$ cat src/rtl/humidity_mold_alarm_fsm_macros.svh
// ----------------------------------------------------------------------------
// Humidity mold alarm assertion macros
// Concurrent check wrappers, empty when SYNTHESIS is set.
// ----------------------------------------------------------------------------
`ifndef HUMIDITY_MOLD_ALARM_FSM_MACROS_SVH
`define HUMIDITY_MOLD_ALARM_FSM_MACROS_SVH

`ifndef SYNTHESIS
// same-cycle implication
`define HMAF_ASSERT_IMP(lbl, ante, cons) \
  lbl: assert property (@(posedge clk) disable iff (rst) (ante) |-> (cons)) \
    else $error("hmaf assertion failed");
// next-cycle implication
`define HMAF_ASSERT_NXT(lbl, ante, cons) \
  lbl: assert property (@(posedge clk) disable iff (rst) (ante) |=> (cons)) \
    else $error("hmaf assertion failed");
`else
`define HMAF_ASSERT_IMP(lbl, ante, cons)
`define HMAF_ASSERT_NXT(lbl, ante, cons)
`endif

`endif

$ cat src/rtl/hmaf_pkg.sv
`timescale 1ns / 1ps
// ----------------------------------------------------------------------------
// hmaf_pkg
// Shared widths and the sample record of the humidity mold alarm.
// ----------------------------------------------------------------------------
package hmaf_pkg;

  localparam int HUM_W   = 7;
  localparam int TEMP_W  = 11;
  localparam int CYCLE_W = 16;
  // integral step: |(hum - max) * cycle / 1000| < 2^14
  localparam int DELTA_W = 15;

  typedef struct packed {
    logic [HUM_W-1:0]         humidity;
    logic signed [TEMP_W-1:0] temperature;
    logic                     sensor_fault;
    logic                     remote_ack;
  } sample_t;

endpackage

$ cat src/rtl/hmaf_delta.sv
`timescale 1ns / 1ps
// ----------------------------------------------------------------------------
// hmaf_delta
// Two-stage pipe computing (humidity - max) * cycle_ms / 1000, truncated
// toward zero, alongside the sample it belongs to.
// ----------------------------------------------------------------------------
module hmaf_delta import hmaf_pkg::*; (
  input  logic                      clk,
  input  logic                      rst,
  input  logic                      en,
  input  logic                      in_valid,
  input  sample_t                   in_sample,
  input  logic [HUM_W-1:0]          max_humidity,
  input  logic [CYCLE_W-1:0]        cycle_ms,
  output logic                      out_valid,
  output sample_t                   out_sample,
  output logic signed [DELTA_W-1:0] delta
);

  localparam int PROD_W  = HUM_W + CYCLE_W + 2;   // signed product
  localparam int MAG_W   = PROD_W - 2;            // |product| < 2^23
  localparam int RECIP_W = 24;
  localparam int RECIP_SH = 33;
  // ceil(2^33 / 1000); exact floor for magnitudes below 2^23
  localparam logic [RECIP_W-1:0] RECIP = RECIP_W'((64'd1 << RECIP_SH) / 1000 + 1);
  localparam int MUL_W = MAG_W + RECIP_W;
  localparam int Q_W   = DELTA_W - 1;

  logic                     valid_a;
  sample_t                  sample_a;
  logic signed [PROD_W-1:0] prod_a;
  logic                     valid_b;
  sample_t                  sample_b;
  logic [MUL_W-1:0]         prod_b;
  logic                     neg_b;

  logic signed [HUM_W:0]    diff;
  logic signed [PROD_W-1:0] prod_a_next;
  logic [MAG_W-1:0]         mag;
  logic [Q_W-1:0]           quot;

  always_comb begin
    diff        = $signed({1'b0, in_sample.humidity}) - $signed({1'b0, max_humidity});
    prod_a_next = PROD_W'(diff) * PROD_W'($signed({1'b0, cycle_ms}));
    mag         = prod_a[PROD_W-1] ? MAG_W'(-prod_a) : MAG_W'(prod_a);
    quot        = prod_b[RECIP_SH +: Q_W];
    delta       = neg_b ? -$signed({1'b0, quot}) : $signed({1'b0, quot});
  end

  always_ff @(posedge clk) begin
    if (rst) begin
      valid_a <= 1'b0;
      valid_b <= 1'b0;
    end else if (en) begin
      valid_a <= in_valid;
      valid_b <= valid_a;
    end
  end

  always_ff @(posedge clk) begin
    if (en) begin
      sample_a <= in_sample;
      prod_a   <= prod_a_next;
      sample_b <= sample_a;
      prod_b   <= MUL_W'(mag) * MUL_W'(RECIP);
      neg_b    <= prod_a[PROD_W-1];
    end
  end

  assign out_valid  = valid_b;
  assign out_sample = sample_b;

endmodule

$ cat src/rtl/humidity_mold_alarm_fsm.sv
`timescale 1ns / 1ps
// ----------------------------------------------------------------------------
// humidity_mold_alarm_fsm
// Mold alarm state machine driven by humidity / temperature sample ticks.
// ----------------------------------------------------------------------------
// Usage:
//   Sample requests come in on s_* (tdata: humidity, temperature, remote_ack;
//   tuser: sensor_fault). One result request per sample leaves on m_* with
//   alarm_active, buzzer_on, red_led and mode_code.
//   Configuration registers are written through cfg_we / cfg_index / cfg_data
//   while no sample is in flight; indexes above 6 are ignored.
//   From accept to m_tvalid, the integral-step product is registered with the
//   sample at accept, the reciprocal multiply takes one stage, and the state
//   update loads the result register. Throughput is one sample per cycle while
//   the output is not stalled; the state update is computed combinationally.
//   While m_tready is low with a result held, the whole pipe freezes and
//   s_tready drops; nothing is lost or repeated.
//   Synchronous reset puts the mode in boot, clears hold-off, integral,
//   buzzer and LED, and loads the default register values.
// ----------------------------------------------------------------------------
`include "humidity_mold_alarm_fsm_macros.svh"

module humidity_mold_alarm_fsm import hmaf_pkg::*; (
  input  logic        clk,
  input  logic        rst,
  input  logic        s_tvalid,
  output logic        s_tready,
  input  logic [23:0] s_tdata,   // humidity[6:0], temperature[17:7], remote_ack[18]
  input  logic        s_tuser,   // sensor_fault[0]
  output logic        m_tvalid,
  input  logic        m_tready,
  output logic [7:0]  m_tdata,   // alarm_active[0], buzzer_on[1], red_led[2], mode_code[5:3]
  input  logic        cfg_we,
  input  logic [2:0]  cfg_index,
  input  logic [15:0] cfg_data
);

  localparam logic [2:0] CFG_MAX_HUM   = 3'd0;
  localparam logic [2:0] CFG_NORM_HUM  = 3'd1;
  localparam logic [2:0] CFG_DIS_TEMP  = 3'd2;
  localparam logic [2:0] CFG_HYST      = 3'd3;
  localparam logic [2:0] CFG_HUM_SEC   = 3'd4;
  localparam logic [2:0] CFG_CYCLE     = 3'd5;
  localparam logic [2:0] CFG_REARM     = 3'd6;

  localparam int MS_PER_MIN = 60 * 1000;
  localparam int FULL_HUM   = 100;
  localparam int INT_W      = 40;
  localparam int HOLD_W     = 32;
  localparam int REARM_W    = 11;
  localparam int SEC_W      = 16;
  localparam int HYST_W     = 8;
  localparam int THR_W      = HUM_W + SEC_W + 2;
  localparam int REARM_MS_W = 27;
  localparam int T2_W       = TEMP_W + 3;

  typedef enum logic [2:0] {
    MODE_BOOT     = 3'd0,
    MODE_RUN      = 3'd1,
    MODE_PREALARM = 3'd2,
    MODE_ALARM    = 3'd3,
    MODE_DISABLED = 3'd4,
    MODE_ERROR    = 3'd5
  } mode_t;

  // configuration
  logic [HUM_W-1:0]         max_humidity;
  logic [HUM_W-1:0]         normal_humidity;
  logic signed [TEMP_W-1:0] disable_temp;
  logic [HYST_W-1:0]        temp_hysteresis;
  logic [SEC_W-1:0]         max_humid_seconds;
  logic [CYCLE_W-1:0]       cycle_ms;
  logic [REARM_W-1:0]       rearm_minutes;
  logic signed [THR_W-1:0]  threshold;
  logic [REARM_MS_W-1:0]    rearm_ms;

  // state
  mode_t                    mode;
  logic [HOLD_W-1:0]        holdoff_ms;
  logic signed [INT_W-1:0]  humid_integral;
  logic                     buzzer_level;
  logic                     led_level;

  // result register
  logic                     out_alarm;

  logic                     adv;
  sample_t                  in_sample;
  logic                     c_valid;
  sample_t                  c_sample;
  logic signed [DELTA_W-1:0] delta;

  mode_t                    mode_next;
  mode_t                    mode_eff;
  logic [HOLD_W-1:0]        holdoff_next;
  logic signed [INT_W-1:0]  integral_next;
  logic                     buzzer_next;
  logic                     led_next;
  logic signed [T2_W-1:0]   t2;
  logic signed [T2_W-1:0]   d2;
  logic signed [T2_W-1:0]   band_hi;
  logic signed [T2_W-1:0]   band_lo;
  logic signed [INT_W:0]    sum;
  logic signed [INT_W-1:0]  sum_sat;

  assign adv      = !m_tvalid || m_tready;
  assign s_tready = adv;

  assign in_sample.humidity     = s_tdata[6:0];
  assign in_sample.temperature  = s_tdata[17:7];
  assign in_sample.remote_ack   = s_tdata[18];
  assign in_sample.sensor_fault = s_tuser;

  hmaf_delta u_delta (
    .clk          (clk),
    .rst          (rst),
    .en           (adv),
    .in_valid     (s_tvalid),
    .in_sample    (in_sample),
    .max_humidity (max_humidity),
    .cycle_ms     (cycle_ms),
    .out_valid    (c_valid),
    .out_sample   (c_sample),
    .delta        (delta)
  );

  always_ff @(posedge clk) begin
    if (rst) begin
      max_humidity      <= HUM_W'(85);
      normal_humidity   <= HUM_W'(75);
      disable_temp      <= TEMP_W'(280);
      temp_hysteresis   <= HYST_W'(10);
      max_humid_seconds <= SEC_W'(5400);
      cycle_ms          <= CYCLE_W'(400);
      rearm_minutes     <= REARM_W'(60);
    end else if (cfg_we) begin
      case (cfg_index)
        CFG_MAX_HUM:  max_humidity      <= cfg_data[HUM_W-1:0];
        CFG_NORM_HUM: normal_humidity   <= cfg_data[HUM_W-1:0];
        CFG_DIS_TEMP: disable_temp      <= cfg_data[TEMP_W-1:0];
        CFG_HYST:     temp_hysteresis   <= cfg_data[HYST_W-1:0];
        CFG_HUM_SEC:  max_humid_seconds <= cfg_data[SEC_W-1:0];
        CFG_CYCLE:    cycle_ms          <= cfg_data[CYCLE_W-1:0];
        CFG_REARM:    rearm_minutes     <= cfg_data[REARM_W-1:0];
        default: ;
      endcase
    end
  end

  // derived from configuration only; registered from the configuration registers
  always_ff @(posedge clk) begin
    threshold <= THR_W'($signed((HUM_W + 1)'(FULL_HUM)) - $signed({1'b0, max_humidity}))
                 * THR_W'($signed({1'b0, max_humid_seconds}));
    rearm_ms  <= REARM_MS_W'(rearm_minutes) * REARM_MS_W'(MS_PER_MIN);
  end

  always_comb begin
    mode_next     = mode;
    holdoff_next  = holdoff_ms;
    integral_next = humid_integral;
    buzzer_next   = buzzer_level;
    led_next      = led_level;

    t2      = T2_W'(c_sample.temperature) <<< 1;
    d2      = T2_W'(disable_temp) <<< 1;
    band_hi = d2 + $signed(T2_W'(temp_hysteresis));
    band_lo = d2 - $signed(T2_W'(temp_hysteresis));

    sum = (INT_W + 1)'(humid_integral) + (INT_W + 1)'(delta);
    if (sum[INT_W] != sum[INT_W-1])
      sum_sat = sum[INT_W] ? {1'b1, {(INT_W-1){1'b0}}} : {1'b0, {(INT_W-1){1'b1}}};
    else
      sum_sat = sum[INT_W-1:0];

    mode_eff = mode;
    if (c_sample.sensor_fault)
      mode_eff = MODE_ERROR;
    else if (t2 > band_hi)
      mode_eff = MODE_DISABLED;

    case (mode_eff)
      MODE_BOOT: begin
        mode_next   = MODE_RUN;
        buzzer_next = 1'b0;
        led_next    = 1'b0;
      end
      MODE_RUN: begin
        mode_next = MODE_RUN;
        if (holdoff_ms < HOLD_W'(cycle_ms)) begin
          if (c_sample.humidity > max_humidity)
            mode_next = MODE_PREALARM;
        end else begin
          holdoff_next = holdoff_ms - HOLD_W'(cycle_ms);
        end
        buzzer_next = 1'b0;
        led_next    = 1'b0;
      end
      MODE_PREALARM: begin
        mode_next     = MODE_PREALARM;
        integral_next = sum_sat;
        if (sum_sat > INT_W'(threshold)) begin
          mode_next = MODE_ALARM;
        end else if (c_sample.humidity < normal_humidity) begin
          mode_next     = MODE_RUN;
          integral_next = '0;
        end
        buzzer_next = 1'b0;
        led_next    = !led_level;
      end
      MODE_ALARM: begin
        mode_next   = MODE_ALARM;
        buzzer_next = 1'b1;
        led_next    = !led_level;
        if (c_sample.remote_ack) begin
          integral_next = '0;
          mode_next     = MODE_RUN;
          holdoff_next  = HOLD_W'(rearm_ms);
        end
      end
      MODE_DISABLED: begin
        mode_next = (t2 < band_lo) ? MODE_BOOT : MODE_DISABLED;
      end
      default: begin
        // error (and any stray code) falls straight back to boot
        mode_next = MODE_BOOT;
      end
    endcase
  end

  always_ff @(posedge clk) begin
    if (rst) begin
      mode           <= MODE_BOOT;
      holdoff_ms     <= '0;
      humid_integral <= '0;
      buzzer_level   <= 1'b0;
      led_level      <= 1'b0;
      m_tvalid       <= 1'b0;
      out_alarm      <= 1'b0;
    end else if (adv) begin
      m_tvalid <= c_valid;
      if (c_valid) begin
        mode           <= mode_next;
        holdoff_ms     <= holdoff_next;
        humid_integral <= integral_next;
        buzzer_level   <= buzzer_next;
        led_level      <= led_next;
        out_alarm      <= (mode == MODE_ALARM);
      end
    end
  end

  assign m_tdata = {2'b00, mode, led_level, buzzer_level, out_alarm};

  `HMAF_ASSERT_IMP(a_stall_blocks_input, m_tvalid && !m_tready, !s_tready)
  `HMAF_ASSERT_NXT(a_state_frozen, !(adv && c_valid),
                   $stable(mode) && $stable(holdoff_ms) && $stable(humid_integral))
  `HMAF_ASSERT_IMP(a_error_not_stored, 1'b1, mode != MODE_ERROR)
  `HMAF_ASSERT_NXT(a_alarm_buzzes, adv && c_valid && mode == MODE_ALARM && !c_sample.sensor_fault
                   && !(t2 > band_hi), buzzer_level && out_alarm)

endmodule
$ cat config.mk
export PLATFORM = sky130hd
export DESIGN_NAME = humidity_mold_alarm_fsm
export DESIGN_NICKNAME = d
export VERILOG_FILES = /design/src/rtl/hmaf_pkg.sv /design/src/rtl/hmaf_delta.sv /design/src/rtl/humidity_mold_alarm_fsm.sv
export VERILOG_INCLUDE_DIRS = /design/src /design/src/rtl
export SDC_FILE = /design/constraint.sdc
export NUM_CORES = 2
export LEC_CHECK = 0
export CORE_MARGIN = 2
export CORE_UTILIZATION = 34
export CTS_CLUSTER_DIAMETER = 120
export DETAILED_ROUTE_END_ITERATION = 12
export DONT_BUFFER_PORTS = 1
export PLACE_DENSITY = 0.51
export SYNTH_ARGS = -nofsm -noshare
export SYNTH_HDL_FRONTEND = slang
export SYNTH_HIERARCHICAL = 1
export SYNTH_SLANG_ARGS = --single-unit
$ cat constraint.sdc
create_clock -name clk -period 28.1 [get_ports clk]
set_clock_uncertainty 0.2 [all_clocks]
set_input_delay 4.215 -clock clk [delete_from_list [all_inputs] [get_ports clk]]
set_output_delay 4.215 -clock clk [all_outputs]
set_load 0.02 [all_outputs]
==> metrics.log <==
INFO  metric status = finished clean
INFO  metric nNetsFinal = 4955
INFO  metric final_period_minus_worst_setup_slack = approximately 11 ns
INFO  metric drive_gt1_frac = 0.0431
INFO  metric synthCells = 3983
INFO  metric path_class = reg2reg
INFO  metric cp_top_family = adder cells
INFO  metric die_area = 107000 um2
INFO  metric postSynth.asyncResetShare = 0
INFO  metric yosys.area.top_type = fa_1
INFO  metric first_iter_violations = 1373
INFO  metric gp_routability_congestion = 0.821
INFO  metric synth_common_cells = inv_1 (730), ha_1 (581), nand2_1 (387)
INFO  metric drv_cap = 0
INFO  metric finalSetupViolations = 0
INFO  metric cts-htree-levels = 2
INFO  metric postSynth.topFlopCell = dfxtp_1
INFO  metric syn-cell-area = 35600 um2
INFO  metric critical-path-slowest-cell = nor4_1
INFO  metric critical_path_arrival = between 10 and 15 ns
INFO  metric post_synth.cell_area_avg = between 8 and 9 um2
INFO  metric setup-tns-final = 0 ns
INFO  metric timing.critical_path.slowest_cell_delay = 0.58 ns
INFO  metric cts_buffers = 37
INFO  metric drtAntennaViolNets = 0
INFO  metric post_route_utilization = 0.372
INFO  metric postCtsSetupBuffers = 0
INFO  metric grt_usage = 0.173
INFO  metric grt_first_pass_wirelength = 148000 um
INFO  metric clock_latency = 0.56 ns
INFO  metric number_of_global_route_vias_before_repair = about 27000
INFO  metric num_io_pins = 59
INFO  metric rows = 118
INFO  metric detailedRoute.firstPassIterationCount = 5
INFO  metric hpwl = 73400 um
INFO  metric grt_remaining_overflow = 0
INFO  metric clk_pin_slew = around 0.060 ns
INFO  metric synth_seq_cells = 283
INFO  metric cts_tree = done
INFO  metric synth_edf_count = just under 80
INFO  metric critical_path.max_fanout = 5
INFO  metric setup.worst_path.end_class = flop
INFO  metric finalCritPeriodShare = 0.374
INFO  metric coreArea = between 100000 and 150000 um2
INFO  metric timing_worst_slew_pin_value = about 1.1 ns
INFO  metric achievable-frequency = about 95 MHz
INFO  metric hold_path.class = reg2reg
INFO  metric postRouteWirelength = ~91000 um
INFO  metric synthDominantCellAreaShare = 0.205
INFO  metric post-route-drc-count = 0
INFO  metric unrepaired_setup_endpoints_after_global_routing = false
INFO  metric worst_ep_required_time = 28.18 ns
INFO  metric synth_cell_type_count = 97
INFO  metric critPathBufInv = 5
INFO  metric max-slew-margin-rel = 0.278
INFO  metric post-route-cell-area = 38600 um2
INFO  metric post_cts.resized_instances = 0
INFO  metric crit_top_cell = fa_1
INFO  metric start_util = 0.343
INFO  metric post_detailed_route_wirelength_per_cell = 16.9 um
INFO  metric buffers_from_clock_root_to_sink_at_most = 3
INFO  metric cts-hold-fix-buffers = 0
INFO  metric placed_cell_area = 37300 um2
INFO  metric die_w = between 300 and 400 um
INFO  metric yosys_warnings = 6
INFO  metric grt_start_max_net_pins = 126
INFO  metric floorplan_die_height = about 330 um
INFO  metric clock-root-buffer = clkbuf_16
INFO  metric grt_antenna_before_repair = 7
INFO  metric timing.hold.ws = 0.216 ns
INFO  metric dr_total_vias = between 20000 and 30000
INFO  metric hold_viol_final = 0
INFO  metric synth_top_cells_by_area = fa_1 (21%), ha_1 (20%), dfxtp_1 (11%), inv_1 (7.7%), edfxtp_1 (6.7%)
INFO  metric post-synth-top-count-cell = inv_1
INFO  metric area_growth = 8.27%
INFO  metric clock_sink_count = ~280
INFO  metric port-buffer-count = 0
INFO  metric slew_violations = 0
INFO  metric viasPerCell = a little under 5
INFO  metric timing.critical_path.from_type = flop
INFO  metric seq_area_frac_synth = 0.181
## cells in the final DEF, fill, tap and decap left out, drive strengths merged, types with 10 or more instances in the layout
| cell | n |
|---|---|
| o21bai | 16 |
| nor2 | 150 |
| dfxtp | 204 |
| o21a | 25 |
| or2 | 27 |
| nand4 | 20 |
| ha | 581 |
| and3 | 21 |
| nand2 | 388 |
| xnor2 | 118 |
| edfxtp | 79 |
| a211oi | 26 |
| nor4 | 13 |
| nand2b | 41 |
| o21ai | 132 |
| clkbuf | 47 |
| and2 | 125 |
| o31ai | 21 |
| xor2 | 56 |
| a21o | 66 |
| a21oi | 244 |
| clkinv | 13 |
| o41ai | 10 |
| a211o | 13 |
| buf | 38 |
| nor2b | 60 |
| nor3 | 54 |
| fa | 365 |
| a31oi | 16 |
| mux2i | 30 |
| o211ai | 13 |
| or3 | 27 |
| inv | 733 |
| nand3b | 23 |
| nand3 | 59 |
## kinds of logic (layout without fill, tap and decap cells)
kind of cell	count (synthesis)	after routing	share of synthesized area
adders and majority gates	946	946	0.409
AOI/OAI and AO/OA	687	687	0.125
xor gates and xnor gates	174	174	0.0430
and+or+nand+nor	1027	1027	0.143
buffers and inverters	832	836	0.0889
other	1	5	0.000105
muxes	33	33	0.00938
DFF	283	283	0.181
## metrics by stage
step / cells / setup WS (ns)
after detailed placement: 5301 / 17.31
after floorplan: 3984 / 17.29
after global routing: 5370 / 16.92
final: 5371 / 17.58
after CTS: 5368 / 17.45
after global placement: 5301 / 17.31
## worst paths after layout
check,from,end,slack (ns),cells after the start
worst max-delay path,u_delta/prod_a[2],u_delta/prod_b[45],17.58,30
worst min-delay path,u_delta/sample_a[1],u_delta/out_sample[1],0.22,0
worst max register to register,u_delta/prod_a[2],u_delta/prod_b[45],17.58,30
worst min register to register,u_delta/sample_a[1],u_delta/out_sample[1],0.22,0
## registers in the layout, summed over array words and instances (netlist names), 20 cells and up
| signal | flops |
|---|---|
| threshold | 25 |
| humid_integral | 40 |
| u_delta/prod_a | 24 |
| u_delta/sample_a | 20 |
| u_delta/out_sample | 20 |
| holdoff_ms | 32 |
| rearm_ms | 22 |
## per-layer routing
layer / vias to the layer above / share of wire / global-route usage
met2: 334 / 0.48 / 0.297
met5: - / 0.00020 / 0
met4: 4 / 0.021 / 0.0388
met1: 12700 / 0.47 / 0.233
met3: 83 / 0.032 / 0.0179
li1: 13100 / - / -
## final cells by class
class | count | area [um2]
Antenna cell | 3 | 7.51
Inverter | 731 | 2740
Sequential cell | 283 | 6460
Timing Repair Buffer | 38 | 285
Tap cell | 1380 | 1730
Multi-Input combinational cell | 2869 | 26100
Fill cell | 10700 | 65200
Clock inverter | 20 | 253
Clock buffer | 47 | 1050
Power is left out: the tool's default activity adds up to more than one toggle a clock period on the data nets, which glitch-free logic cannot reach.
